**config.mk**
```make
export PLATFORM = sky130hd
export DESIGN_NAME = telnet_receive_negotiator_flat
export DESIGN_NICKNAME = d
export VERILOG_FILES = /design/src/rtl/tnrn_pkg.sv /design/src/rtl/tnrn_rx_if.sv /design/src/rtl/tnrn_res_if.sv /design/src/rtl/tnrn_front.sv /design/src/rtl/tnrn_fifo.sv /design/src/rtl/tnrn_back.sv /design/src/rtl/telnet_receive_negotiator.sv /design/src/flat_wrapper.sv
export SDC_FILE = /design/constraint.sdc
export NUM_CORES = 1
export LEC_CHECK = 0
export ABC_CLOCK_PERIOD_IN_PS = 4900
export BUFFER_PORTS_ARGS = -buffer_cell sky130_fd_sc_hd__buf_2
export CAP_MARGIN = 0
export CORE_MARGIN = 3
export CORE_UTILIZATION = 45
export CTS_BUF_LIST = sky130_fd_sc_hd__clkbuf_4
export CTS_CLUSTER_DIAMETER = 150
export DETAILED_ROUTE_END_ITERATION = 6
export GPL_TIMING_DRIVEN = 1
export PLACE_DENSITY = 0.7
export SLEW_MARGIN = 15
export SYNTH_ARGS = -nofsm -noshare
export SYNTH_HDL_FRONTEND = slang
export SYNTH_HIERARCHICAL = 1
export SYNTH_SLANG_ARGS = --single-unit
```
**constraint.sdc**
```tcl
create_clock -name clk_i -period 4.9 [get_ports clk_i]
set_input_delay 0.98 -clock clk_i [delete_from_list [all_inputs] [get_ports clk_i]]
set_output_delay 0.98 -clock clk_i [all_outputs]
set_load 0.02 [all_outputs]
```
**src/rtl/tnrn_pkg.sv**
```systemverilog
`timescale 1ns / 1ps
// ----------------------------------------------------------------------------
// tnrn_pkg: shared types and constants of the telnet receive negotiator
// Protocol codes, job descriptor passed front to back, result kinds,
// configuration record and the charset request list.
// ----------------------------------------------------------------------------
package tnrn_pkg;

  // telnet command codes
  localparam logic [7:0] T_IAC    = 8'd255;
  localparam logic [7:0] T_DONT   = 8'd254;
  localparam logic [7:0] T_DO     = 8'd253;
  localparam logic [7:0] T_WONT   = 8'd252;
  localparam logic [7:0] T_WILL   = 8'd251;
  localparam logic [7:0] T_SB     = 8'd250;
  localparam logic [7:0] T_GA     = 8'd249;
  localparam logic [7:0] T_SE     = 8'd240;
  localparam logic [7:0] T_EORCMD = 8'd239;

  // option codes
  localparam logic [7:0] O_TTYPE    = 8'd24;
  localparam logic [7:0] O_EOR      = 8'd25;
  localparam logic [7:0] O_NAWS     = 8'd31;
  localparam logic [7:0] O_LINEMODE = 8'd34;
  localparam logic [7:0] O_CHARSET  = 8'd42;
  localparam logic [7:0] O_MSSP     = 8'd70;

  localparam logic [7:0] CS_REQUEST  = 8'd1;
  localparam logic [7:0] CS_ACCEPTED = 8'd2;
  localparam logic [7:0] TT_IS       = 8'd0;

  localparam logic [7:0] CH_CR = 8'd13;
  localparam logic [7:0] CH_LF = 8'd10;

  // default name length limit and job queue depth
  localparam int CHARSET_NAME_MAX_DEF = 20;
  localparam int JOB_Q_DEPTH          = 4;

  // charset request list length
  localparam int CS_ROM_LEN = 43;

  // configuration register indexes
  localparam int CFG_IDX_W = 2;
  localparam int CFG_DATA_W = 48;
  typedef enum logic [CFG_IDX_W-1:0] {
    CFG_NAWS_WIDTH  = 2'd0,
    CFG_NAWS_HEIGHT = 2'd1,
    CFG_TERM_NAME   = 2'd2,
    CFG_TERM_LEN    = 2'd3
  } cfg_idx_e;

  typedef struct packed {
    logic [15:0] naws_width;
    logic [15:0] naws_height;
    logic [47:0] term_name;
    logic [2:0]  term_name_len;
  } cfg_t;

  // result kinds
  typedef enum logic [2:0] {
    KIND_TEXT   = 3'd0,
    KIND_EOL    = 3'd1,
    KIND_PROMPT = 3'd2,
    KIND_REPLY  = 3'd3,
    KIND_CSBYTE = 3'd4,
    KIND_CSEND  = 3'd5
  } kind_e;

  // parser phases
  typedef enum logic [3:0] {
    PH_NORMAL, PH_IAC, PH_DO, PH_WILL, PH_SKIP1, PH_SB,
    PH_TT1, PH_TT2, PH_TT3, PH_MSSP, PH_MSSP_IAC,
    PH_CS_SUB, PH_CS_SKIP1, PH_CS_SKIP2, PH_CS_NAME, PH_CS_SE
  } phase_e;

  // back-end actions
  typedef enum logic [3:0] {
    ACT_NONE,      // only the opening will-charset reply
    ACT_TEXT,
    ACT_EOL,
    ACT_PROMPT,
    ACT_CSBYTE,
    ACT_CSEND,
    ACT_R3,        // iac, cmd, option
    ACT_NAWS,      // iac, cmd, naws, then window size subnegotiation
    ACT_CHARSETS,  // charset request list
    ACT_TTYPE      // terminal type is <name>
  } act_e;

  typedef struct packed {
    logic       first;  // prefix with iac will charset
    act_e       act;
    logic [7:0] cmd;
    logic [7:0] data;
  } job_t;

  // charset request list ";UTF-8;ISO-8859-1;ISO-8859-2;US-ASCII;CP437"
  function automatic logic [7:0] cs_rom(input logic [5:0] i);
    logic [7:0] r;
    case (i)
      6'd0:  r = 8'h3B; 6'd1:  r = 8'h55; 6'd2:  r = 8'h54; 6'd3:  r = 8'h46;
      6'd4:  r = 8'h2D; 6'd5:  r = 8'h38; 6'd6:  r = 8'h3B; 6'd7:  r = 8'h49;
      6'd8:  r = 8'h53; 6'd9:  r = 8'h4F; 6'd10: r = 8'h2D; 6'd11: r = 8'h38;
      6'd12: r = 8'h38; 6'd13: r = 8'h35; 6'd14: r = 8'h39; 6'd15: r = 8'h2D;
      6'd16: r = 8'h31; 6'd17: r = 8'h3B; 6'd18: r = 8'h49; 6'd19: r = 8'h53;
      6'd20: r = 8'h4F; 6'd21: r = 8'h2D; 6'd22: r = 8'h38; 6'd23: r = 8'h38;
      6'd24: r = 8'h35; 6'd25: r = 8'h39; 6'd26: r = 8'h2D; 6'd27: r = 8'h32;
      6'd28: r = 8'h3B; 6'd29: r = 8'h55; 6'd30: r = 8'h53; 6'd31: r = 8'h2D;
      6'd32: r = 8'h41; 6'd33: r = 8'h53; 6'd34: r = 8'h43; 6'd35: r = 8'h49;
      6'd36: r = 8'h49; 6'd37: r = 8'h3B; 6'd38: r = 8'h43; 6'd39: r = 8'h50;
      6'd40: r = 8'h34; 6'd41: r = 8'h33; 6'd42: r = 8'h37;
      default: r = 8'h00;
    endcase
    return r;
  endfunction

endpackage

```
**src/rtl/tnrn_rx_if.sv**
```systemverilog
`timescale 1ns / 1ps
// ----------------------------------------------------------------------------
// tnrn_rx_if: received byte channel
// Valid/ready channel carrying one received telnet byte per transfer.
// ----------------------------------------------------------------------------
interface tnrn_rx_if;
  logic       valid;
  logic       ready;
  logic [7:0] rx_byte;

  modport source (output valid, output rx_byte, input ready);
  modport sink   (input valid, input rx_byte, output ready);
endinterface

```
**src/rtl/tnrn_res_if.sv**
```systemverilog
`timescale 1ns / 1ps
// ----------------------------------------------------------------------------
// tnrn_res_if: result channel
// Valid/ready channel carrying one result item per transfer.
// ----------------------------------------------------------------------------
interface tnrn_res_if;
  logic       valid;
  logic       ready;
  logic [2:0] kind;
  logic [7:0] data_byte;
  logic       last;

  modport source (output valid, output kind, output data_byte, output last, input ready);
  modport sink   (input valid, input kind, input data_byte, input last, output ready);
endinterface

```
**src/rtl/tnrn_front.sv**
```systemverilog
`timescale 1ns / 1ps
// ----------------------------------------------------------------------------
// tnrn_front: byte parser
// Accepts received bytes, tracks the telnet parse phase and turns each byte
// that causes output into one job for the back end.
// ----------------------------------------------------------------------------
module tnrn_front #(
  parameter int CHARSET_NAME_MAX = tnrn_pkg::CHARSET_NAME_MAX_DEF
) (
  input  logic          clk_i,
  input  logic          rst_ni,
  tnrn_rx_if.sink       rx_i,
  input  logic          full_i,
  output logic          push_o,
  output tnrn_pkg::job_t job_o
);
  import tnrn_pkg::*;

  localparam int CNT_W = $clog2(CHARSET_NAME_MAX + 1);

  phase_e           phase_q, phase_d;
  logic             started_q, started_d;
  logic [CNT_W-1:0] cnt_q, cnt_d;
  logic             has_job;
  job_t             job;
  logic             take;
  logic [7:0]       b;

  assign rx_i.ready = !full_i;
  assign take       = rx_i.valid && !full_i;
  assign b          = rx_i.rx_byte;

  // next phase
  always_comb begin
    phase_d = phase_q;
    unique case (phase_q)
      PH_NORMAL:   if (b == T_IAC) phase_d = PH_IAC;
      PH_IAC: begin
        case (b)
          T_DO:           phase_d = PH_DO;
          T_WILL:         phase_d = PH_WILL;
          T_SB:           phase_d = PH_SB;
          T_DONT, T_WONT: phase_d = PH_SKIP1;
          default:        phase_d = PH_NORMAL;
        endcase
      end
      PH_SB: begin
        case (b)
          O_TTYPE:   phase_d = PH_TT1;
          O_MSSP:    phase_d = PH_MSSP;
          O_CHARSET: phase_d = PH_CS_SUB;
          default:   phase_d = PH_NORMAL;
        endcase
      end
      PH_TT1:      phase_d = PH_TT2;
      PH_TT2:      phase_d = PH_TT3;
      PH_MSSP:     if (b == T_IAC) phase_d = PH_MSSP_IAC;
      PH_MSSP_IAC: phase_d = (b == T_IAC) ? PH_MSSP : PH_NORMAL;
      PH_CS_SUB:   phase_d = (b == CS_ACCEPTED) ? PH_CS_NAME : PH_CS_SKIP1;
      PH_CS_SKIP1: phase_d = PH_CS_SKIP2;
      PH_CS_NAME:  if (b == T_IAC) phase_d = PH_CS_SE;
      PH_DO, PH_WILL, PH_SKIP1, PH_TT3, PH_CS_SKIP2, PH_CS_SE:
                   phase_d = PH_NORMAL;
      default:     phase_d = PH_NORMAL;
    endcase
  end

  // job and counters
  always_comb begin
    has_job    = 1'b0;
    job.first  = 1'b0;
    job.act    = ACT_NONE;
    job.cmd    = 8'd0;
    job.data   = b;
    started_d  = started_q;
    cnt_d      = cnt_q;
    unique case (phase_q)
      PH_NORMAL: begin
        if (b == CH_LF) begin
          has_job = 1'b1;
          job.act = ACT_EOL;
        end else if (b != CH_CR && b != T_IAC) begin
          has_job = 1'b1;
          job.act = ACT_TEXT;
        end
      end
      PH_IAC: begin
        if (b == T_IAC) begin
          has_job = 1'b1;
          job.act = ACT_TEXT;
        end else begin
          job.first = !started_q;
          started_d = 1'b1;
          if (b == T_GA || b == T_EORCMD) begin
            job.act = ACT_PROMPT;
            has_job = 1'b1;
          end else begin
            has_job = !started_q;
          end
        end
      end
      PH_DO: begin
        has_job = 1'b1;
        case (b)
          O_LINEMODE: begin job.act = ACT_R3;       job.cmd = T_WONT; end
          O_TTYPE:    begin job.act = ACT_R3;       job.cmd = T_WILL; end
          O_NAWS:     begin job.act = ACT_NAWS;     job.cmd = T_WILL; end
          O_CHARSET:  begin job.act = ACT_CHARSETS; end
          default:    has_job = 1'b0;
        endcase
      end
      PH_WILL: begin
        has_job = 1'b1;
        job.cmd = T_DO;
        case (b)
          O_EOR, O_MSSP, O_CHARSET: job.act = ACT_R3;
          O_NAWS:                   job.act = ACT_NAWS;
          default:                  has_job = 1'b0;
        endcase
      end
      PH_TT3: begin
        has_job = 1'b1;
        job.act = ACT_TTYPE;
      end
      PH_CS_SUB: begin
        if (b == CS_ACCEPTED) cnt_d = '0;
      end
      PH_CS_NAME: begin
        if (b != T_IAC && cnt_q < CNT_W'(CHARSET_NAME_MAX)) begin
          has_job = 1'b1;
          job.act = ACT_CSBYTE;
          cnt_d   = cnt_q + 1'b1;
        end
      end
      PH_CS_SE: begin
        has_job = 1'b1;
        job.act = ACT_CSEND;
      end
      PH_SKIP1, PH_SB, PH_TT1, PH_TT2, PH_MSSP, PH_MSSP_IAC, PH_CS_SKIP1, PH_CS_SKIP2: ;
      default: ;
    endcase
  end

  assign push_o = take && has_job;
  assign job_o  = job;

  // parse state
  always_ff @(posedge clk_i or negedge rst_ni) begin
    if (!rst_ni) begin
      phase_q   <= PH_NORMAL;
      started_q <= 1'b0;
      cnt_q     <= '0;
    end else if (take) begin
      phase_q   <= phase_d;
      started_q <= started_d;
      cnt_q     <= cnt_d;
    end
  end

endmodule

```
**src/rtl/tnrn_fifo.sv**
```systemverilog
`timescale 1ns / 1ps
// ----------------------------------------------------------------------------
// tnrn_fifo: job queue
// Short queue of parsed jobs between the parser and the reply sequencer.
// ----------------------------------------------------------------------------
module tnrn_fifo (
  input  logic           clk_i,
  input  logic           rst_ni,
  input  logic           push_i,
  input  tnrn_pkg::job_t push_job_i,
  input  logic           pop_i,
  output tnrn_pkg::job_t head_o,
  output logic           full_o,
  output logic           empty_o
);
  import tnrn_pkg::*;

  localparam int PTR_W = $clog2(JOB_Q_DEPTH);

  job_t             mem_q [JOB_Q_DEPTH];
  logic [PTR_W-1:0] wptr_q, rptr_q;
  logic [PTR_W:0]   cnt_q;

  assign full_o  = (cnt_q == (PTR_W+1)'(JOB_Q_DEPTH));
  assign empty_o = (cnt_q == '0);
  assign head_o  = mem_q[rptr_q];

  // storage
  always_ff @(posedge clk_i) begin
    if (push_i) mem_q[wptr_q] <= push_job_i;
  end

  // pointers and fill level
  always_ff @(posedge clk_i or negedge rst_ni) begin
    if (!rst_ni) begin
      wptr_q <= '0;
      rptr_q <= '0;
      cnt_q  <= '0;
    end else begin
      if (push_i) wptr_q <= (wptr_q == PTR_W'(JOB_Q_DEPTH - 1)) ? '0 : wptr_q + 1'b1;
      if (pop_i)  rptr_q <= (rptr_q == PTR_W'(JOB_Q_DEPTH - 1)) ? '0 : rptr_q + 1'b1;
      if (push_i && !pop_i)      cnt_q <= cnt_q + 1'b1;
      else if (pop_i && !push_i) cnt_q <= cnt_q - 1'b1;
    end
  end

  a_no_overflow: assert property (@(posedge clk_i) disable iff (!rst_ni)
    full_o |-> !push_i) else $error("job pushed into full queue");
  a_no_underflow: assert property (@(posedge clk_i) disable iff (!rst_ni)
    empty_o |-> !pop_i) else $error("job popped from empty queue");
  a_level: assert property (@(posedge clk_i) disable iff (!rst_ni)
    push_i && !pop_i |=> cnt_q == $past(cnt_q) + 1'b1)
    else $error("queue level out of step");

endmodule

```
**src/rtl/tnrn_back.sv**
```systemverilog
`timescale 1ns / 1ps
// ----------------------------------------------------------------------------
// tnrn_back: reply sequencer
// Expands the job at the head of the queue into result items, one per
// cycle unless res_o holds the output register, doubling iac data bytes in
// replies, into an output register.
module tnrn_back (
  input  logic           clk_i,
  input  logic           rst_ni,
  input  tnrn_pkg::cfg_t cfg_i,
  input  tnrn_pkg::job_t head_i,
  input  logic           empty_i,
  output logic           pop_o,
  tnrn_res_if.source     res_o
);
  import tnrn_pkg::*;

  logic [5:0] idx_q, idx_d;
  logic       pre_done_q, pre_done_d;
  logic       dup_q, dup_d;
  logic       out_valid_q;
  kind_e      kind_q;
  logic [7:0] data_q;
  logic       last_q;

  kind_e      b_kind, g_kind;
  logic [7:0] b_byte, g_byte;
  logic       b_esc;
  logic [5:0] b_len;
  logic [5:0] off;
  logic [2:0] nlen;
  logic       in_pre, need_dup, g_last, fire;

  assign off  = idx_q - 6'd4;
  assign nlen = (cfg_i.term_name_len > 3'd6) ? 3'd6 : cfg_i.term_name_len;

  // body item of the current job at idx_q
  always_comb begin
    b_kind = KIND_REPLY;
    b_byte = 8'd0;
    b_esc  = 1'b0;
    b_len  = 6'd1;
    unique case (head_i.act)
      ACT_NONE:   b_len = 6'd0;
      ACT_TEXT:   begin b_kind = KIND_TEXT;   b_byte = head_i.data; end
      ACT_EOL:    b_kind = KIND_EOL;
      ACT_PROMPT: b_kind = KIND_PROMPT;
      ACT_CSBYTE: begin b_kind = KIND_CSBYTE; b_byte = head_i.data; end
      ACT_CSEND:  b_kind = KIND_CSEND;
      ACT_R3: begin
        b_len = 6'd3;
        case (idx_q)
          6'd0:    b_byte = T_IAC;
          6'd1:    b_byte = head_i.cmd;
          default: b_byte = head_i.data;
        endcase
      end
      ACT_NAWS: begin
        b_len = 6'd12;
        b_esc = (idx_q >= 6'd6) && (idx_q <= 6'd9);
        case (idx_q)
          6'd0:    b_byte = T_IAC;
          6'd1:    b_byte = head_i.cmd;
          6'd2:    b_byte = O_NAWS;
          6'd3:    b_byte = T_IAC;
          6'd4:    b_byte = T_SB;
          6'd5:    b_byte = O_NAWS;
          6'd6:    b_byte = cfg_i.naws_width[15:8];
          6'd7:    b_byte = cfg_i.naws_width[7:0];
          6'd8:    b_byte = cfg_i.naws_height[15:8];
          6'd9:    b_byte = cfg_i.naws_height[7:0];
          6'd10:   b_byte = T_IAC;
          default: b_byte = T_SE;
        endcase
      end
      ACT_CHARSETS: begin
        b_len = 6'(CS_ROM_LEN + 6);
        if (idx_q == 6'd0)      b_byte = T_IAC;
        else if (idx_q == 6'd1) b_byte = T_SB;
        else if (idx_q == 6'd2) b_byte = O_CHARSET;
        else if (idx_q == 6'd3) b_byte = CS_REQUEST;
        else if (idx_q < 6'(CS_ROM_LEN + 4)) begin
          b_byte = cs_rom(off);
          b_esc  = 1'b1;
        end else if (idx_q == 6'(CS_ROM_LEN + 4)) b_byte = T_IAC;
        else b_byte = T_SE;
      end
      ACT_TTYPE: begin
        b_len = 6'd6 + 6'(nlen);
        if (idx_q == 6'd0)      b_byte = T_IAC;
        else if (idx_q == 6'd1) b_byte = T_SB;
        else if (idx_q == 6'd2) b_byte = O_TTYPE;
        else if (idx_q == 6'd3) b_byte = TT_IS;
        else if (idx_q < 6'd4 + 6'(nlen)) begin
          b_esc = 1'b1;
          case (off[2:0])
            3'd0:    b_byte = cfg_i.term_name[47:40];
            3'd1:    b_byte = cfg_i.term_name[39:32];
            3'd2:    b_byte = cfg_i.term_name[31:24];
            3'd3:    b_byte = cfg_i.term_name[23:16];
            3'd4:    b_byte = cfg_i.term_name[15:8];
            default: b_byte = cfg_i.term_name[7:0];
          endcase
        end else if (idx_q == 6'd4 + 6'(nlen)) b_byte = T_IAC;
        else b_byte = T_SE;
      end
      default: b_len = 6'd0;
    endcase
  end

  // step through the will-charset prefix, then the body
  always_comb begin
    in_pre     = head_i.first && !pre_done_q;
    fire       = !empty_i && (!out_valid_q || res_o.ready);
    need_dup   = 1'b0;
    idx_d      = idx_q;
    pre_done_d = pre_done_q;
    dup_d      = dup_q;
    if (in_pre) begin
      g_kind = KIND_REPLY;
      case (idx_q)
        6'd0:    g_byte = T_IAC;
        6'd1:    g_byte = T_WILL;
        default: g_byte = O_CHARSET;
      endcase
      g_last = (idx_q == 6'd2) && (b_len == 6'd0);
      if (idx_q == 6'd2) begin
        pre_done_d = 1'b1;
        idx_d      = '0;
      end else begin
        idx_d = idx_q + 1'b1;
      end
    end else begin
      g_kind   = b_kind;
      g_byte   = b_byte;
      need_dup = b_esc && (b_byte == T_IAC) && !dup_q;
      g_last   = !need_dup && (idx_q == b_len - 6'd1);
      dup_d    = need_dup;
      if (!need_dup) idx_d = idx_q + 1'b1;
    end
    if (g_last) begin
      idx_d      = '0;
      pre_done_d = 1'b0;
      dup_d      = 1'b0;
    end
  end

  assign pop_o = fire && g_last;

  // sequencer state
  always_ff @(posedge clk_i or negedge rst_ni) begin
    if (!rst_ni) begin
      idx_q      <= '0;
      pre_done_q <= 1'b0;
      dup_q      <= 1'b0;
    end else if (fire) begin
      idx_q      <= idx_d;
      pre_done_q <= pre_done_d;
      dup_q      <= dup_d;
    end
  end

  // output register
  always_ff @(posedge clk_i or negedge rst_ni) begin
    if (!rst_ni) begin
      out_valid_q <= 1'b0;
    end else if (fire) begin
      out_valid_q <= 1'b1;
    end else if (res_o.ready) begin
      out_valid_q <= 1'b0;
    end
  end

  always_ff @(posedge clk_i) begin
    if (fire) begin
      kind_q <= g_kind;
      data_q <= g_byte;
      last_q <= g_last;
    end
  end

  assign res_o.valid     = out_valid_q;
  assign res_o.kind      = kind_q;
  assign res_o.data_byte = data_q;
  assign res_o.last      = last_q;

  a_pre_range: assert property (@(posedge clk_i) disable iff (!rst_ni)
    (head_i.first && !pre_done_q && !empty_i) |-> idx_q <= 6'd2)
    else $error("prefix index out of range");
  a_dup_body: assert property (@(posedge clk_i) disable iff (!rst_ni)
    dup_q |-> (pre_done_q || !head_i.first))
    else $error("escape pending inside prefix");
  a_pop_resets: assert property (@(posedge clk_i) disable iff (!rst_ni)
    pop_o |=> (idx_q == '0 && !dup_q && !pre_done_q))
    else $error("sequencer not cleared after job end");

endmodule

```
**src/rtl/telnet_receive_negotiator.sv**
```systemverilog
`timescale 1ns / 1ps
// ----------------------------------------------------------------------------
// telnet_receive_negotiator: telnet receive parser and option negotiator
// Parses received telnet bytes and emits text, line and prompt marks,
// negotiation replies for the network and accepted charset names.
// ----------------------------------------------------------------------------
// usage
//   rx_i carries one received byte per transfer; res_o carries result items
//   (kind, data_byte, last), last set on the final item caused by a byte.
//   cfg_we_i / cfg_idx_i / cfg_data_i write naws_width, naws_height,
//   term_name and term_name_len; write only while the block is idle.
// timing
//   the parser takes one byte per cycle while the job queue is not full and
//   queues one job per byte that causes output; the sequencer emits one
//   result item per cycle, while res_o is not held, into an output register,
//   so the first item of a byte passes through the job queue and then the
//   output register. a reply burst has up to 49 items for the charset list,
//   all sent through the single output port of the sequencer.
// reset
//   parser returns to plain data, negotiation not started, job queue and
//   output register empty; registers return to 92 / 19 / empty name.
// stalls
//   when res_o is held, the output register keeps its item and the job
//   queue fills; rx_i.ready drops only once the queue is full.
// ----------------------------------------------------------------------------
module telnet_receive_negotiator #(
  parameter int CHARSET_NAME_MAX = tnrn_pkg::CHARSET_NAME_MAX_DEF
) (
  input  logic                           clk_i,
  input  logic                           rst_ni,
  input  logic                           cfg_we_i,
  input  logic [tnrn_pkg::CFG_IDX_W-1:0]  cfg_idx_i,
  input  logic [tnrn_pkg::CFG_DATA_W-1:0] cfg_data_i,
  tnrn_rx_if.sink                        rx_i,
  tnrn_res_if.source                     res_o
);
  import tnrn_pkg::*;

  cfg_t cfg_q;
  job_t push_job, head;
  logic push, pop, full, empty;

  // configuration registers
  always_ff @(posedge clk_i or negedge rst_ni) begin
    if (!rst_ni) begin
      cfg_q.naws_width    <= 16'd92;
      cfg_q.naws_height   <= 16'd19;
      cfg_q.term_name     <= '0;
      cfg_q.term_name_len <= '0;
    end else if (cfg_we_i) begin
      unique case (cfg_idx_e'(cfg_idx_i))
        CFG_NAWS_WIDTH:  cfg_q.naws_width    <= cfg_data_i[15:0];
        CFG_NAWS_HEIGHT: cfg_q.naws_height   <= cfg_data_i[15:0];
        CFG_TERM_NAME:   cfg_q.term_name     <= cfg_data_i[47:0];
        CFG_TERM_LEN:    cfg_q.term_name_len <= cfg_data_i[2:0];
        default: ;
      endcase
    end
  end

  // parser
  tnrn_front #(
    .CHARSET_NAME_MAX(CHARSET_NAME_MAX)
  ) u_front (
    .clk_i (clk_i),
    .rst_ni(rst_ni),
    .rx_i  (rx_i),
    .full_i(full),
    .push_o(push),
    .job_o (push_job)
  );

  // job queue
  tnrn_fifo u_fifo (
    .clk_i     (clk_i),
    .rst_ni    (rst_ni),
    .push_i    (push),
    .push_job_i(push_job),
    .pop_i     (pop),
    .head_o    (head),
    .full_o    (full),
    .empty_o   (empty)
  );

  // reply sequencer
  tnrn_back u_back (
    .clk_i  (clk_i),
    .rst_ni (rst_ni),
    .cfg_i  (cfg_q),
    .head_i (head),
    .empty_i(empty),
    .pop_o  (pop),
    .res_o  (res_o)
  );

endmodule

```
**src/flat_wrapper.sv**
```systemverilog
// flat-port wrapper written by rule: the top's interface ports become plain ports
module telnet_receive_negotiator_flat import tnrn_pkg::*;
#(
  parameter int CHARSET_NAME_MAX = tnrn_pkg::CHARSET_NAME_MAX_DEF
)
  (clk_i, rst_ni, cfg_we_i, cfg_idx_i, cfg_data_i, rx_i_valid, rx_i_rx_byte, rx_i_ready, res_o_valid, res_o_kind, res_o_data_byte, res_o_last, res_o_ready);
  tnrn_rx_if rx_i_i ();
  tnrn_res_if res_o_i ();
  input  logic clk_i;
  input  logic rst_ni;
  input  logic cfg_we_i;
  input  logic [tnrn_pkg::CFG_IDX_W-1:0] cfg_idx_i;
  input  logic [tnrn_pkg::CFG_DATA_W-1:0] cfg_data_i;
  input wire logic [$bits(rx_i_i.valid)-1:0] rx_i_valid;
  input wire logic [$bits(rx_i_i.rx_byte)-1:0] rx_i_rx_byte;
  output wire logic [$bits(rx_i_i.ready)-1:0] rx_i_ready;
  output wire logic [$bits(res_o_i.valid)-1:0] res_o_valid;
  output wire logic [$bits(res_o_i.kind)-1:0] res_o_kind;
  output wire logic [$bits(res_o_i.data_byte)-1:0] res_o_data_byte;
  output wire logic [$bits(res_o_i.last)-1:0] res_o_last;
  input wire logic [$bits(res_o_i.ready)-1:0] res_o_ready;
  assign rx_i_i.valid = rx_i_valid;
  assign rx_i_i.rx_byte = rx_i_rx_byte;
  assign rx_i_ready = rx_i_i.ready;
  assign res_o_valid = res_o_i.valid;
  assign res_o_kind = res_o_i.kind;
  assign res_o_data_byte = res_o_i.data_byte;
  assign res_o_last = res_o_i.last;
  assign res_o_i.ready = res_o_ready;
  telnet_receive_negotiator #(.CHARSET_NAME_MAX(CHARSET_NAME_MAX)) u_core (.clk_i(clk_i), .rst_ni(rst_ni), .cfg_we_i(cfg_we_i), .cfg_idx_i(cfg_idx_i), .cfg_data_i(cfg_data_i), .rx_i(rx_i_i), .res_o(res_o_i));
endmodule
```
# After elaboration in Yosys (flattened, before gate mapping)

Memories as Yosys holds them, arrays and structs flattened.
Index checks and enable logic that the tools add are counted.

Register bits: 121
RAM bits: 84
ROM bits: 448
Input bits: 63
Output and inout bits: 14
Logic and storage cells: 248
Memories: 2

Memory list:

| name                | words | width | rd ports | clocked after memory_dff | write ports | line            | text |
|---|---|---|---|---|---|---|---|
| (no name shown)     | 64    | 7     | 1        | 0                        | 0           | tnrn_pkg.sv:100 | `case (i)` |
| u_core.u_fifo.mem_q | 4     | 21    | 1        | 0                        | 1           | tnrn_fifo.sv:20 | `job_t mem_q [JOB_Q_DEPTH];` |

Add/sub/neg operators: 10
Magnitude comparators: 6
Equal/unequal tests: 73
Muxes and demuxes: 81
Bitwise operators: 1
Reductions and logical operators: 58

Operators by type and width:

| kind               | count |
|---|---|
| $mux 8             | 11 |
| $pmux 8 s5         | 2 |
| $eq 8x8->1 const B | 9 |
| $pmux 8 s2         | 4 |
| $pmux 8 s8         | 1 |
| $pmux 4 s11        | 1 |
| $eq 4x4->1 const B | 10 |
| $eq 4x3->1 const B | 8 |
| $mux 1             | 30 |
| $pmux 6 s5         | 1 |
| $mux 4             | 7 |
| $pmux 4 s7         | 1 |
| $eq 6x3->1 const B | 4 |
| $eq 8x5->1 const B | 3 |
| $mux 6             | 4 |
| $pmux 4 s3         | 2 |
| $eq 6x4->1 const B | 3 |
| $eq 4x2->1 const B | 4 |
| $eq 8x6->1 const B | 2 |
| $pmux 3 s5         | 1 |
| $logic_and 1x1->1  | 14 |
| $eq 6x2->1 const B | 2 |
| $logic_not 6->1    | 2 |
| $mux 3             | 4 |
| 54 further kinds   | 99 |

# Longest topological paths before layout

Gate-level depths: netlist (run 1).

Word-level depth: 21
Mapped depth: 25
Gate-level depth less buffers: 22

# Modules after synthesis

The synthesis (run 1) kept the hierarchy.

Modules (own cells, without submodules):

| module                    | times used | cells an instance | area each (um^2) | sequential area each (um^2) |
|---|---|---|---|---|
| tnrn_back                 | 1          | 489               | 3814.9           | 585.6 |
| tnrn_fifo                 | 1          | 147               | 3479.6           | 2697.6 |
| telnet_receive_negotiator | 1          | 177               | 3119.2           | 2085.8 |
| tnrn_front                | 1          | 171               | 1317.5           | 250.2 |

# Worst setup path after synthesis (run 1)

No wires, ideal clock.

Path kind: reg-to-reg
From: register u_core.u_fifo.rptr_q[0]
To: register u_core.u_fifo.cnt_q[1]
Setup time: 0.125 ns
Arrival: 4.370 ns
Required time: 4.775 ns
Path slack: 0.406 ns
Cell stages (with the launch flop): 23
Buffers on the path: 3
Period minus slack after synthesis: 4.494 ns
Path through: dfrtp_1 buf_6 buf_12 mux4_2 buf_2 o21ai_0 o21ai_0 a311oi_1 inv_1 ha_1 inv_1 a311oi_1 xor2_1 o41ai_2 a31oi_1 nor2_1 inv_1 nor2_1 inv_1 ha_1 inv_1 fa_1 mux2_2

RTL lines:

| item                     | line            | text |
|---|---|---|
| start: declaration       | tnrn_fifo.sv:21 | `logic [PTR_W-1:0] wptr_q, rptr_q;` |
| start signal: assignment | tnrn_fifo.sv:41 | `if (pop_i) rptr_q <= (rptr_q == PTR_W'(JOB_Q_DEPTH - 1)) ? '0 : rptr_q + 1'b1;` |
| end signal: assignment   | tnrn_fifo.sv:42 | `if (push_i && !pop_i) cnt_q <= cnt_q + 1'b1;` |
| end signal: assignment   | tnrn_fifo.sv:43 | `else if (pop_i && !push_i) cnt_q <= cnt_q - 1'b1;` |
| end: declaration         | tnrn_fifo.sv:22 | `logic [PTR_W:0] cnt_q;` |

# Final worst setup path (run 1)

From: register u_core/cfg_q[1] (netlist name)
To: register u_core.u_fifo.cnt_q[2]

Longest elaborated chain between the ends: 21
Elaborated cells on any way between the ends: 36
Classes of those cells: add/sub: 3; order compare: 2; eq/ne: 3; mux: 17; reduce/logical: 11

RTL lines:

| item                                                | line                            | text |
|---|---|---|
| start: declaration                                  | telnet_receive_negotiator.sv:39 | `cfg_t cfg_q;` |
| $gt 3x3->1                                          | tnrn_back.sv:35                 | `assign nlen = (cfg_i.term_name_len > 3'd6) ? 3'd6 : cfg_i.term_name_len;` |
| $mux 3 *                                            | tnrn_back.sv:35                 |  |
| branches (longest 14 deep; another with $lt 6x6->1) | n/a                             |  |
| $mux 1 *                                            | tnrn_back.sv:119                | `if (in_pre) begin` |
| $logic_and 1x1->1 *                                 | tnrn_back.sv:148                | `assign pop_o = fire && g_last;` |
| via u_core.pop                                      | telnet_receive_negotiator.sv:41 | `logic push, pop, full, empty;` |
| $logic_not 1->1                                     | tnrn_fifo.sv:42                 |  |
| $logic_and 1x1->1                                   | tnrn_fifo.sv:42                 |  |
| $mux 3 or $reduce_bool 2->1 (tied branches)         | n/a                             |  |

Mark *: on every way through the listed nets, which the timed path passes.
A chain may end at the register's enable or synchronous reset.

==> run summary, run 1 <==
### Outcome
* finished clean — outcome

### Setup path
* 5140 ps — arrival time at the worst endpoint
* 5 — crit path max fanout
* dfrtp_1 — Slowest cell on crit path
* register — sort of element at the start of the critical path
* ha_1 -> or2_2 -> inv_1 -> ha_1 -> a21oi_1 -> nand3_1 -> buf_4 -> o31ai_1 -> a311o_2 -> nand4_2 -> nor4_4 -> nand2b_4 -> nor2_1 -> inv_1 -> ha_1 -> inv_1 -> fa_1 -> xor2_1 -> nor2_1 -> xor2_1 — CP Cell Sequence
* reg2reg — CP Class
* 5490 ps — worst endpoint required time
* register — element type at the critical path end
* 410 ps — highest cell delay on the worst timing path

### Synth
* dfrtp_1 — top flip-flop cell by instance count after synthesis
* 14.2% — post-synthesis mux area share
* 984 — cell count after synthesis
* dfrtp_1 — cell with the most instances after synthesis
* dfrtp_1 (102), edfxtp_1 (96), mux2_2 (90) — leading cell types by count after synthesis
* 1.32% — synthesized-area fraction occupied by xor and xnor cells
* 11.9 µm² — post-synthesis average cell area
* 96 — number of synthesized flops with an enable pin
* 53.2% — fraction of synthesis flops using an asynchronous set or reset pin
* 1075 — Net Count, Synth
* edfxtp_1 — cell type contributing the most total cell area after synthesis
* 11700 µm² — synthesized cell area
* 14.0% — complex-gate fraction of the synthesized area
* 6 — Yosys warning total
* 47.9% — sequential fraction of the synthesis area
* 110 — Synth cell types
* 205 — number of flip-flops and latches in the synthesized netlist
* simple AND/OR/NAND/NOR gates — main combinational cell family by area after synthesis
* 3.05% — share of synthesized cell area in full adder, half adder and majority cells
* edfxtp_1 (25%), dfrtp_1 (22%), mux2_2 (8.6%) — dominant cells by area after synthesis
* 14.7% — simple-gate share of the synthesized area
* 24.6% — fraction of synthesized cell area taken by the top area cell type

### Power
* 42.3% — fraction of power spent switching nets
* 50.5% — combinational cell fraction of total power
* 0.00463 W — Cell Int Power
* 0.00339 W — net switching component of the power
* 0.000265 V — Peak supply drop
* 31.3% — part of the total power dissipated in sequential elements
* 18.1% — Clk network pwr share
* 609 nW/µm² — ratio of total power to cell area
* 5.15 nW — leakage power total

### STA
* 0 — final setup violating endpoints
* 35.5 ps — skew final
* 873 ps — Worst Max-Slew Pin Slew
* 0 — Hold Vio Cnt, Final
* 4550 ps — min Tclk post-route
* 164 ps — Worst Hold Slack
* 0 — number of slew-limit violations in the final report
* 220 MHz — highest attainable clock frequency
* 92.8% — period utilisation layout
* 0 ps — setup TNS
* 41.7% — Max transition margin
* false — RSZ-0062 raised after global routing

### Clock network
* 0 — quantity of hold-fixing buffers added after cts
* 53 — number of buffers inserted during clock tree synthesis
* 0 — post-CTS setup buffer count
* 3 — clk buf depth
* 0 — CTS resizes
* 670 ps — latest clock arrival within the worst-skew pair
* 60 ps — clock-pin slew reported for the worst setup and hold paths after clock tree synthesis
* clkbuf_4 — root buffer selected by CTS
* 2 — H-Tree Level Count
* 205 — CTS sink cnt
* yes — TritonCTS clock tree

### Floorplanning
* 167 µm — Horiz. Die Dim
* 58 — site row count
* 28000 µm² — die area
* 167 µm — Vert. Die Dim
* 46.2% — starting utilization of the core area
* 25400 µm² — Core ar.
* 77 — number of top-level design ports

### Min path
* in2async — HP Class

### Layout
* 1181 — Post-layout nets
* 51.8% — Post-Route Utilization
* 1466 — number of non-filler instances in the completed layout
* 33.5% — layout cells sized above 1
* 12.1% — signed area change from the synthesized netlist to the final layout

### Run
* 0 — maxcap violations

### Drt
* 831 — initial DRC count
* 21.1 µm — Avg WL per Cell
* 5 — DR pass1 iterations
* 0 — Antenna Nets Post-Route
* 8846 — via count
* 6.03 — post-DR vias/cell
* 0 — DRC violations left
* 30900 µm — routed wire length

### Global route
* 48900 µm — wire length of the first global-routing pass
* 1 — number of antenna violations at the first check in global routing
* 55 — maximum number of pins on one net before global-route repair
* 21.7% — Overall Global Routing Usage
* 8718 — number of global-route vias before repair
* 0 — total overflow reported by the global router

### Place
* 1365 — placed insts
* 76 — number of input and output port buffers inserted
* 22900 µm — DP HPWL
* 1.03 — Routability Congestion

-- worst max-delay path: cells and delay by family (launching register included) --
family / cells / cell delay, ps
AO/OA/AOI/OAI: 3 / 960
XOR/XNOR: 2 / 300
adder cells (fa/ha/maj): 4 / 1010
buffers and inverters: 4 / 400
flip-flops: 1 / 410
AND/OR/NAND/NOR: 7 / 1390
-- per-layer routing --
metal	track usage [%]	up-vias	wire, µm
li1	-	4046	-
met3	3.92	69	2050
met2	34.0	345	14500
met4	7.15	0	846
met1	30.8	4386	13500
met5	0	-	0
-- final timing paths --
check	startpoint	to	slack [ps]	depth (start not counted)
max	u_core/cfg_q[1]$_DFFE_PN0P_	u_core/u_fifo/cnt_q[2]$_DFFE_PN0P_	350	20
min	rst_ni	u_core/cfg_q[12]$_DFFE_PN0P_	160	1
max reg2reg	u_core/cfg_q[1]$_DFFE_PN0P_	u_core/u_fifo/cnt_q[2]$_DFFE_PN0P_	350	20
min reg2reg	u_core/u_fifo/cnt_q[2]$_DFFE_PN0P_	u_core/u_fifo/cnt_q[2]$_DFFE_PN0P_	490	1
max in group asynchronous	rst_ni	u_core/cfg_q[65]$_DFFE_PN0P_	3840	2
min in group clk_i	u_core/u_fifo/cnt_q[2]$_DFFE_PN0P_	u_core/u_fifo/cnt_q[2]$_DFFE_PN0P_	490	1
-- sequential cells by signal (all words and copies together), names as in the netlist --
name                           flops
u_core/u_fifo/mem_q               84
u_core/cfg_q                      83
u_core/u_back/res_o.data_byte      8
u_core/u_back/idx_q                6
u_core/u_front/cnt_q               5
u_core/u_front/phase_q             4
u_core/u_back/res_o.kind           3
u_core/u_fifo/cnt_q                3
u_core/u_fifo/rptr_q               2
u_core/u_fifo/wptr_q               2
u_core/u_back/dup_q                1
u_core/u_back/pre_done_q           1
u_core/u_back/res_o.last           1
u_core/u_back/res_o.valid          1
u_core/u_front/started_q           1
-- through the flow --
stage / instance area [µm²] / total power, W / setup slack (ps)
floorplan: 11700 / 0.00533 / 406
global placement: 12400 / 0.00649 / 349
detailed placement: 12400 / 0.00651 / 313
CTS: 13100 / 0.00801 / 302
global route: 13200 / 0.00855 / 56.2
finish: 13200 / 0.00802 / 352
-- cell type report --
cell class                 count  area [µm²]
clock buffer                  80         601
tap                          330         413
antenna                        2        5.00
clock inverter                19        91.3
inverter                      24        90.1
multi-input combinational    679        5560
fill                        2277       12200
sequential                   205        5620
timing repair buffer         127         778
-- cell families after synthesis --
logic type,Yosys count
and+or+nand+nor,285
AOI/OAI and AO/OA,223
DFF,205
muxes,127
buffers and inverters,100
adders and majority gates,28
xor gates and xnor gates,16
-- cells in the final DEF, fill, tap and decap left out, drive strengths merged, types with 22 or more instances in the layout --
cell	netlist	final
buf	55	127
dfrtp	102	102
edfxtp	96	96
mux2	90	90
clkbuf	21	80
nand2	65	65
o21ai	49	49
nor2	47	47
a21oi	30	30
nand3	27	27
ha	27	27
inv	24	25
mux4	22	22
-- power by group through the flow --
stage	Sequential (W)	Clock (W)	Combinational [W]
floorplan	0.00246	0	0.00287
global placement	0.00254	0	0.00396
detailed placement	0.00255	0	0.00396
CTS	0.00251	0.00151	0.00398
global route	0.00256	0.00162	0.00437
finish	0.00251	0.00145	0.00405
Note: power is estimated with default switching activity, not from simulation.
==> inputs of run 2 (changes only) <==
--- a/config.mk
+++ b/config.mk
@@ -15,6 +15,7 @@
 export DETAILED_ROUTE_END_ITERATION = 6
 export GPL_TIMING_DRIVEN = 1
 export PLACE_DENSITY = 0.7
+export SETUP_SLACK_MARGIN = 0.4
 export SLEW_MARGIN = 15
 export SYNTH_ARGS = -nofsm -noshare
 export SYNTH_HDL_FRONTEND = slang
==> run 2 against run 1 <==
  * Non-clock buffer count increased by 29
  * Critical path type unchanged
  * Clock-buffer cell count unchanged
  * Critical endpoint is now u_core/u_fifo/cnt_q[1]$_DFFE_PN0P_
  * Clock skew decreased by 3.0 ps
  * Cell area increased by 3.7%
  * Utilization increased by 1.9 points
==> run summary, run 2 (synthesized netlist as in run 1, its figures left out) <==
### Outcome
* finished clean — outcome

### Power
* 29.3% — part of the total power dissipated in sequential elements
* 5.35 nW — leakage power total
* 53.7% — combinational cell fraction of total power
* 17.0% — Clk network pwr share
* 0.00498 W — Cell Int Power
* 0.000267 V — Peak supply drop
* 629 nW/µm² — ratio of total power to cell area
* 42.0% — fraction of power spent switching nets
* 0.00360 W — net switching component of the power

### STA
* 0 — Hold Vio Cnt, Final
* true — RSZ-0062 raised after global routing
* 4370 ps — min Tclk post-route
* 229 MHz — highest attainable clock frequency
* 89.2% — period utilisation layout
* 0 — number of slew-limit violations in the final report
* 32.5 ps — skew final
* 0 ps — setup TNS
* 871 ps — Worst Max-Slew Pin Slew
* 41.9% — Max transition margin
* 0 — final setup violating endpoints

### Global route
* met2 — gr busiest metal
* 8718 — number of global-route vias before repair
* 1 — number of antenna violations at the first check in global routing
* 48900 µm — wire length of the first global-routing pass
* 0 — total overflow reported by the global router
* 34.0% — met2 routing resource usage after global routing
* 21.7% — Overall Global Routing Usage
* 55 — maximum number of pins on one net before global-route repair
* 30.8% — GRT met1 Usage
* 3.92% — met3 Use GR

### Place
* 1.03 — Routability Congestion
* 76 — number of input and output port buffers inserted
* 22900 µm — DP HPWL
* 1365 — placed insts

### Layout
* 84 — number of flip-flops under the largest register name
* dfrtp_1 (99), edfxtp_1 (96), mux2_2 (90), clkbuf_4 (80), buf_2 (75) — top library cells by usage in the layout, fill and taps aside
* 37.9% — layout cells sized above 1
* 1496 — number of non-filler instances in the completed layout
* 16.3% — signed area change from the synthesized netlist to the final layout
* dfrtp_1 — most common cell after layout, fill and taps aside
* u_core/u_fifo/mem_q — most flop-heavy register
* 1212 — Post-layout nets

### Clock network
* 670 ps — latest clock arrival within the worst-skew pair
* 205 — CTS sink cnt
* 70 ps — clock-pin slew reported for the worst setup and hold paths after clock tree synthesis
* 3 — clk buf depth
* 2 — H-Tree Level Count
* 53 — number of buffers inserted during clock tree synthesis
* clkbuf_4 — root buffer selected by CTS
* yes — TritonCTS clock tree

### Setup path
* 5450 ps — worst endpoint required time
* u_core/u_fifo/rptr_q[0]$_DFFE_PN0P_ — launch instance of the worst register-to-register path
* register — sort of element at the start of the critical path
* u_core/u_fifo/cnt_q[1]$_DFFE_PN0P_ — worst r2r dst
* register — element type at the critical path end
* 4920 ps — arrival time at the worst endpoint
* 19 — worst-case reg-to-reg path depth
* 530 ps — slack of the worst reg-to-reg path
* reg2reg — CP Class
* 12 — crit path max fanout

### Floorplanning
* 25400 µm² — Core ar.
* 77 — number of top-level design ports
* 167 µm — Vert. Die Dim
* 46.2% — starting utilization of the core area
* 58 — site row count
* 167 µm — Horiz. Die Dim
* 28000 µm² — die area

### Drt
* 9053 — via count
* 5 — DR pass1 iterations
* 0 — DRC violations left
* 0 — Antenna Nets Post-Route
* 6.05 — post-DR vias/cell
* 32100 µm — routed wire length
* 21.5 µm — Avg WL per Cell
* 755 — initial DRC count

### Run
* 0 — maxcap violations

### Min path
* in2async — HP Class

## run 2: layer usage
layer / routed length [µm] / part of all wire (%) / vias up
li1: - / - / 4111
met1: 14100 / 44 / 4527
met2: 15200 / 47 / 346
met3: 2050 / 6.4 / 69
met4: 869 / 2.7 / 0
met5: 0 / 0 / -
## run 2: layout make-up
cell class              instances  area (µm²)
inverters                      24        90.1
clock buffers                  80         601
well taps                     330         413
diodes                          1        2.50
repair buffers                156        1030
flip-flops and latches        205        5620
multi-input cells             681        5790
clock inverters                19        91.3
fillers                      2216       11800
## run 2: worst max path at each step
stage                                                    from  slack (ps)  depth (start not counted)                                  to
after floorplan           u_core/u_fifo/rptr_q[0]$_DFFE_PN0P_         410                         22  u_core/u_fifo/cnt_q[1]$_DFFE_PN0P_
after global placement    u_core/u_fifo/rptr_q[0]$_DFFE_PN0P_         350                         16  u_core/u_fifo/cnt_q[2]$_DFFE_PN0P_
after detailed placement  u_core/u_fifo/rptr_q[0]$_DFFE_PN0P_         310                         16  u_core/u_fifo/cnt_q[2]$_DFFE_PN0P_
after CTS                 u_core/u_fifo/rptr_q[0]$_DFFE_PN0P_         420                         16  u_core/u_fifo/cnt_q[2]$_DFFE_PN0P_
after global routing      u_core/u_fifo/rptr_q[0]$_DFFE_PN0P_         310                         19  u_core/u_fifo/cnt_q[1]$_DFFE_PN0P_
final                     u_core/u_fifo/rptr_q[0]$_DFFE_PN0P_         530                         19  u_core/u_fifo/cnt_q[1]$_DFFE_PN0P_
## run 2: stage by stage
| stage | setup slack [ps] | total power, W | hold WS [ps] | area, µm² | util (%) |
|---|---|---|---|---|---|
| detailed placement | 313 | 0.00651 | 487 | 12400 | 49.0 |
| CTS | 415 | 0.00801 | 118 | 13100 | 51.7 |
| global placement | 349 | 0.00649 | 479 | 12400 | 49.0 |
| global route | 306 | 0.00910 | 120 | 13600 | 53.7 |
| finish | 527 | 0.00858 | 156 | 13600 | 53.7 |
| floorplan | 406 | 0.00533 | 456 | 11700 | - |
## run 2: critical path: stages (launching register included)
cell      delay [ps]
dfrtp_2          440
buf_12           140
mux4_2           450
buf_8            180
and4bb_2         290
a31oi_2          220
ha_2             220
inv_1             50
a311oi_2         290
xor2_1           140
o41ai_2          400
a31oi_1          120
nor2_1           150
inv_1            100
nor2_2           100
inv_1             50
ha_2             170
inv_1             70
fa_1             410
mux2_2           270
## run 2: power by group through the flow
stage	sequential, W	clock, W	combinational, W
after floorplan	0.00246	0	0.00287
after global placement	0.00254	0	0.00396
after detailed placement	0.00255	0	0.00396
final	0.00252	0.00146	0.00461
after global routing	0.00256	0.00162	0.00492
after CTS	0.00251	0.00151	0.00398
## run 2: timing repair
| item | in CTS | in global routing |
|---|---|---|
| hold buffers | 0 | 0 |
| pin swaps | 0 | 15 |
| buffers inserted | 0 | 29 |
| gates resized for setup | 1 | 50 |
| endpoints found under the setup margin | 2 | 2 |
| cloned | 0 | 2 |
==> inputs of run 3 (changes only) <==
--- a/config.mk
+++ b/config.mk
@@ -8,13 +8,15 @@
 export ABC_CLOCK_PERIOD_IN_PS = 4900
 export BUFFER_PORTS_ARGS = -buffer_cell sky130_fd_sc_hd__buf_2
 export CAP_MARGIN = 0
+export CELL_PAD_IN_SITES_DETAIL_PLACEMENT = 0
+export CELL_PAD_IN_SITES_GLOBAL_PLACEMENT = 2
 export CORE_MARGIN = 3
-export CORE_UTILIZATION = 45
+export CORE_UTILIZATION = 44
 export CTS_BUF_LIST = sky130_fd_sc_hd__clkbuf_4
 export CTS_CLUSTER_DIAMETER = 150
 export DETAILED_ROUTE_END_ITERATION = 6
 export GPL_TIMING_DRIVEN = 1
-export PLACE_DENSITY = 0.7
+export PLACE_DENSITY = 0.91
 export SETUP_SLACK_MARGIN = 0.4
 export SLEW_MARGIN = 15
 export SYNTH_ARGS = -nofsm -noshare
==> run 3 against run 2 <==
  * Worst hold slack better by 230 ps
  * Power down 0.69%
  * Clock skew up 53 ps
  * Clock-buffer cell count up 2
  * Critical path depth down 1
  * Die area up 2.2%
==> run summary, run 3 (synthesized netlist as in run 1, its figures left out) <==
### STA
* true — RSZ-0062 raised after global routing
* 0 — final setup violating endpoints
* 0 ps — setup TNS
* 0 — number of slew-limit violations in the final report
* 88.5% — period utilisation layout
* 39.4% — Max transition margin
* 231 MHz — highest attainable clock frequency
* 4340 ps — min Tclk post-route
* 909 ps — Worst Max-Slew Pin Slew
* 85.3 ps — skew final
* 0 — Hold Vio Cnt, Final

### Layout
* dfrtp_1 — most common cell after layout, fill and taps aside
* 1496 — number of non-filler instances in the completed layout
* 15.4% — signed area change from the synthesized netlist to the final layout
* u_core/u_fifo/mem_q — most flop-heavy register
* 37.7% — layout cells sized above 1
* 84 — number of flip-flops under the largest register name
* dfrtp_1 (100), edfxtp_1 (96), mux2_2 (90), clkbuf_4 (82), buf_2 (76) — top library cells by usage in the layout, fill and taps aside
* 51.8% — Post-Route Utilization
* 1208 — Post-layout nets

### Place
* 1366 — placed insts
* 0.957 — Routability Congestion
* 23600 µm — DP HPWL
* 76 — number of input and output port buffers inserted

### Clock network
* yes — TritonCTS clock tree
* 54 — number of buffers inserted during clock tree synthesis
* clkbuf_4 — root buffer selected by CTS
* 205 — CTS sink cnt
* 0 — quantity of hold-fixing buffers added after cts
* 2 — H-Tree Level Count
* 3 — clk buf depth
* 70 ps — clock-pin slew reported for the worst setup and hold paths after clock tree synthesis
* 690 ps — latest clock arrival within the worst-skew pair

### Drt
* 14900 µm — routed metal-1 wirelength
* 935 — initial DRC count
* met4 — Max Used Layer
* 0 — DRC violations left
* 0 — Antenna Nets Post-Route
* 8956 — via count
* 22.1 µm — Avg WL per Cell
* 33100 µm — routed wire length
* 2270 µm — Detail Route met3 WL
* 5 — DR pass1 iterations
* 5.99 — post-DR vias/cell
* 15100 µm — met2 WL

### Floorplanning
* 28700 µm² — die area
* 169 µm — Horiz. Die Dim
* 169 µm — Vert. Die Dim
* 77 — number of top-level design ports
* 44.9% — starting utilization of the core area
* 59 — site row count
* 26100 µm² — Core ar.

### Setup path
* xor2_1 — CP most frequent cell
* 7 — crit path max fanout
* 620 ps — highest cell delay on the worst timing path
* register — element type at the critical path end
* mux4_2 — Slowest cell on crit path
* reg2reg — CP Class
* 5500 ps — worst endpoint required time
* mux4_2 -> buf_4 -> or4b_4 -> a21oi_2 -> nand4bb_1 -> nand3_1 -> and4b_1 -> a31o_2 -> nor4_4 -> nand2b_4 -> nor2_2 -> inv_1 -> ha_2 -> inv_2 -> fa_1 -> xor2_1 -> nor2_1 -> xor2_1 — CP Cell Sequence
* register — sort of element at the start of the critical path
* 4930 ps — arrival time at the worst endpoint

### Global route
* 0 — total overflow reported by the global router
* 8759 — number of global-route vias before repair
* 22.7% — Overall Global Routing Usage
* 1 — number of antenna violations at the first check in global routing
* 65 — maximum number of pins on one net before global-route repair
* 50900 µm — wire length of the first global-routing pass

### Power
* 0.00852 W — sum of internal, switching and leakage power
* 5.31 nW — leakage power total
* 0.000260 V — Peak supply drop
* 629 nW/µm² — ratio of total power to cell area

### Min path
* in2async — HP Class

### Run
* 0 — maxcap violations

### Outcome
* finished clean — outcome

-- run 3: repair_timing --
item                       CTS  global route
pin swaps                    0            10
setup endpoints to repair    2             2
resized for setup            0            50
setup buffers                7            23
cloned                       0             0
-- run 3: layer usage --
metal	track usage (%)	vias to the layer above
met5	0	-
met4	6.83	0
met3	4.66	68
met2	34.4	320
met1	33.3	4474
li1	-	4094
-- run 3: final timing paths --
kind,end,cells after the start,startpoint,slack (ps)
min in group clk_i,u_core/u_fifo/cnt_q[2]$_DFFE_PN0P_,1,u_core/u_fifo/cnt_q[2]$_DFFE_PN0P_,490
max reg2reg,u_core/u_fifo/cnt_q[2]$_DFFE_PN0P_,18,u_core/u_fifo/rptr_q[0]$_DFFE_PN0P_,560
min reg2reg,u_core/u_fifo/cnt_q[2]$_DFFE_PN0P_,1,u_core/u_fifo/cnt_q[2]$_DFFE_PN0P_,490
min,u_core/u_fifo/cnt_q[2]$_DFFE_PN0P_,1,rst_ni,380
max in group asynchronous,u_core/cfg_q[70]$_DFFE_PN1P_,2,rst_ni,3520
max,u_core/u_fifo/cnt_q[2]$_DFFE_PN0P_,18,u_core/u_fifo/rptr_q[0]$_DFFE_PN0P_,560
-- run 3: stage by stage --
stage	instance area [µm²]	setup WS (ps)	hold slack, ps
finish	13500	565	384
global placement	12400	432	473
CTS	13200	381	381
global route	13500	307	411
floorplan	11700	406	456
detailed placement	12400	357	476
-- run 3: area by class of cell --
cell class / count / area, µm²
Tap cell: 335 / 419
Clock buffer: 82 / 616
Multi-Input combinational cell: 679 / 5720
Clock inverter: 17 / 72.6
Timing Repair Buffer: 153 / 991
Sequential cell: 205 / 5620
Antenna cell: 1 / 2.50
Inverter: 24 / 96.3
Fill cell: 2349 / 12600
-- run 3: where the power goes --
part	internal, W	switching [W]
registers	0.00222	0.000288
logic	0.00193	0.00261
clock network	0.000764	0.000705
-- run 3: critical path, delay by kind of cell, from the launching register on --
| family | cells | cell delay, ps |
|---|---|---|
| muxes | 1 | 620 |
| adders and majority gates | 2 | 550 |
| AOI/OAI and AO/OA | 2 | 440 |
| DFF | 1 | 450 |
| buffers and inverters | 3 | 280 |
| and+or+nand+nor | 8 | 1610 |
| xor gates and xnor gates | 2 | 290 |
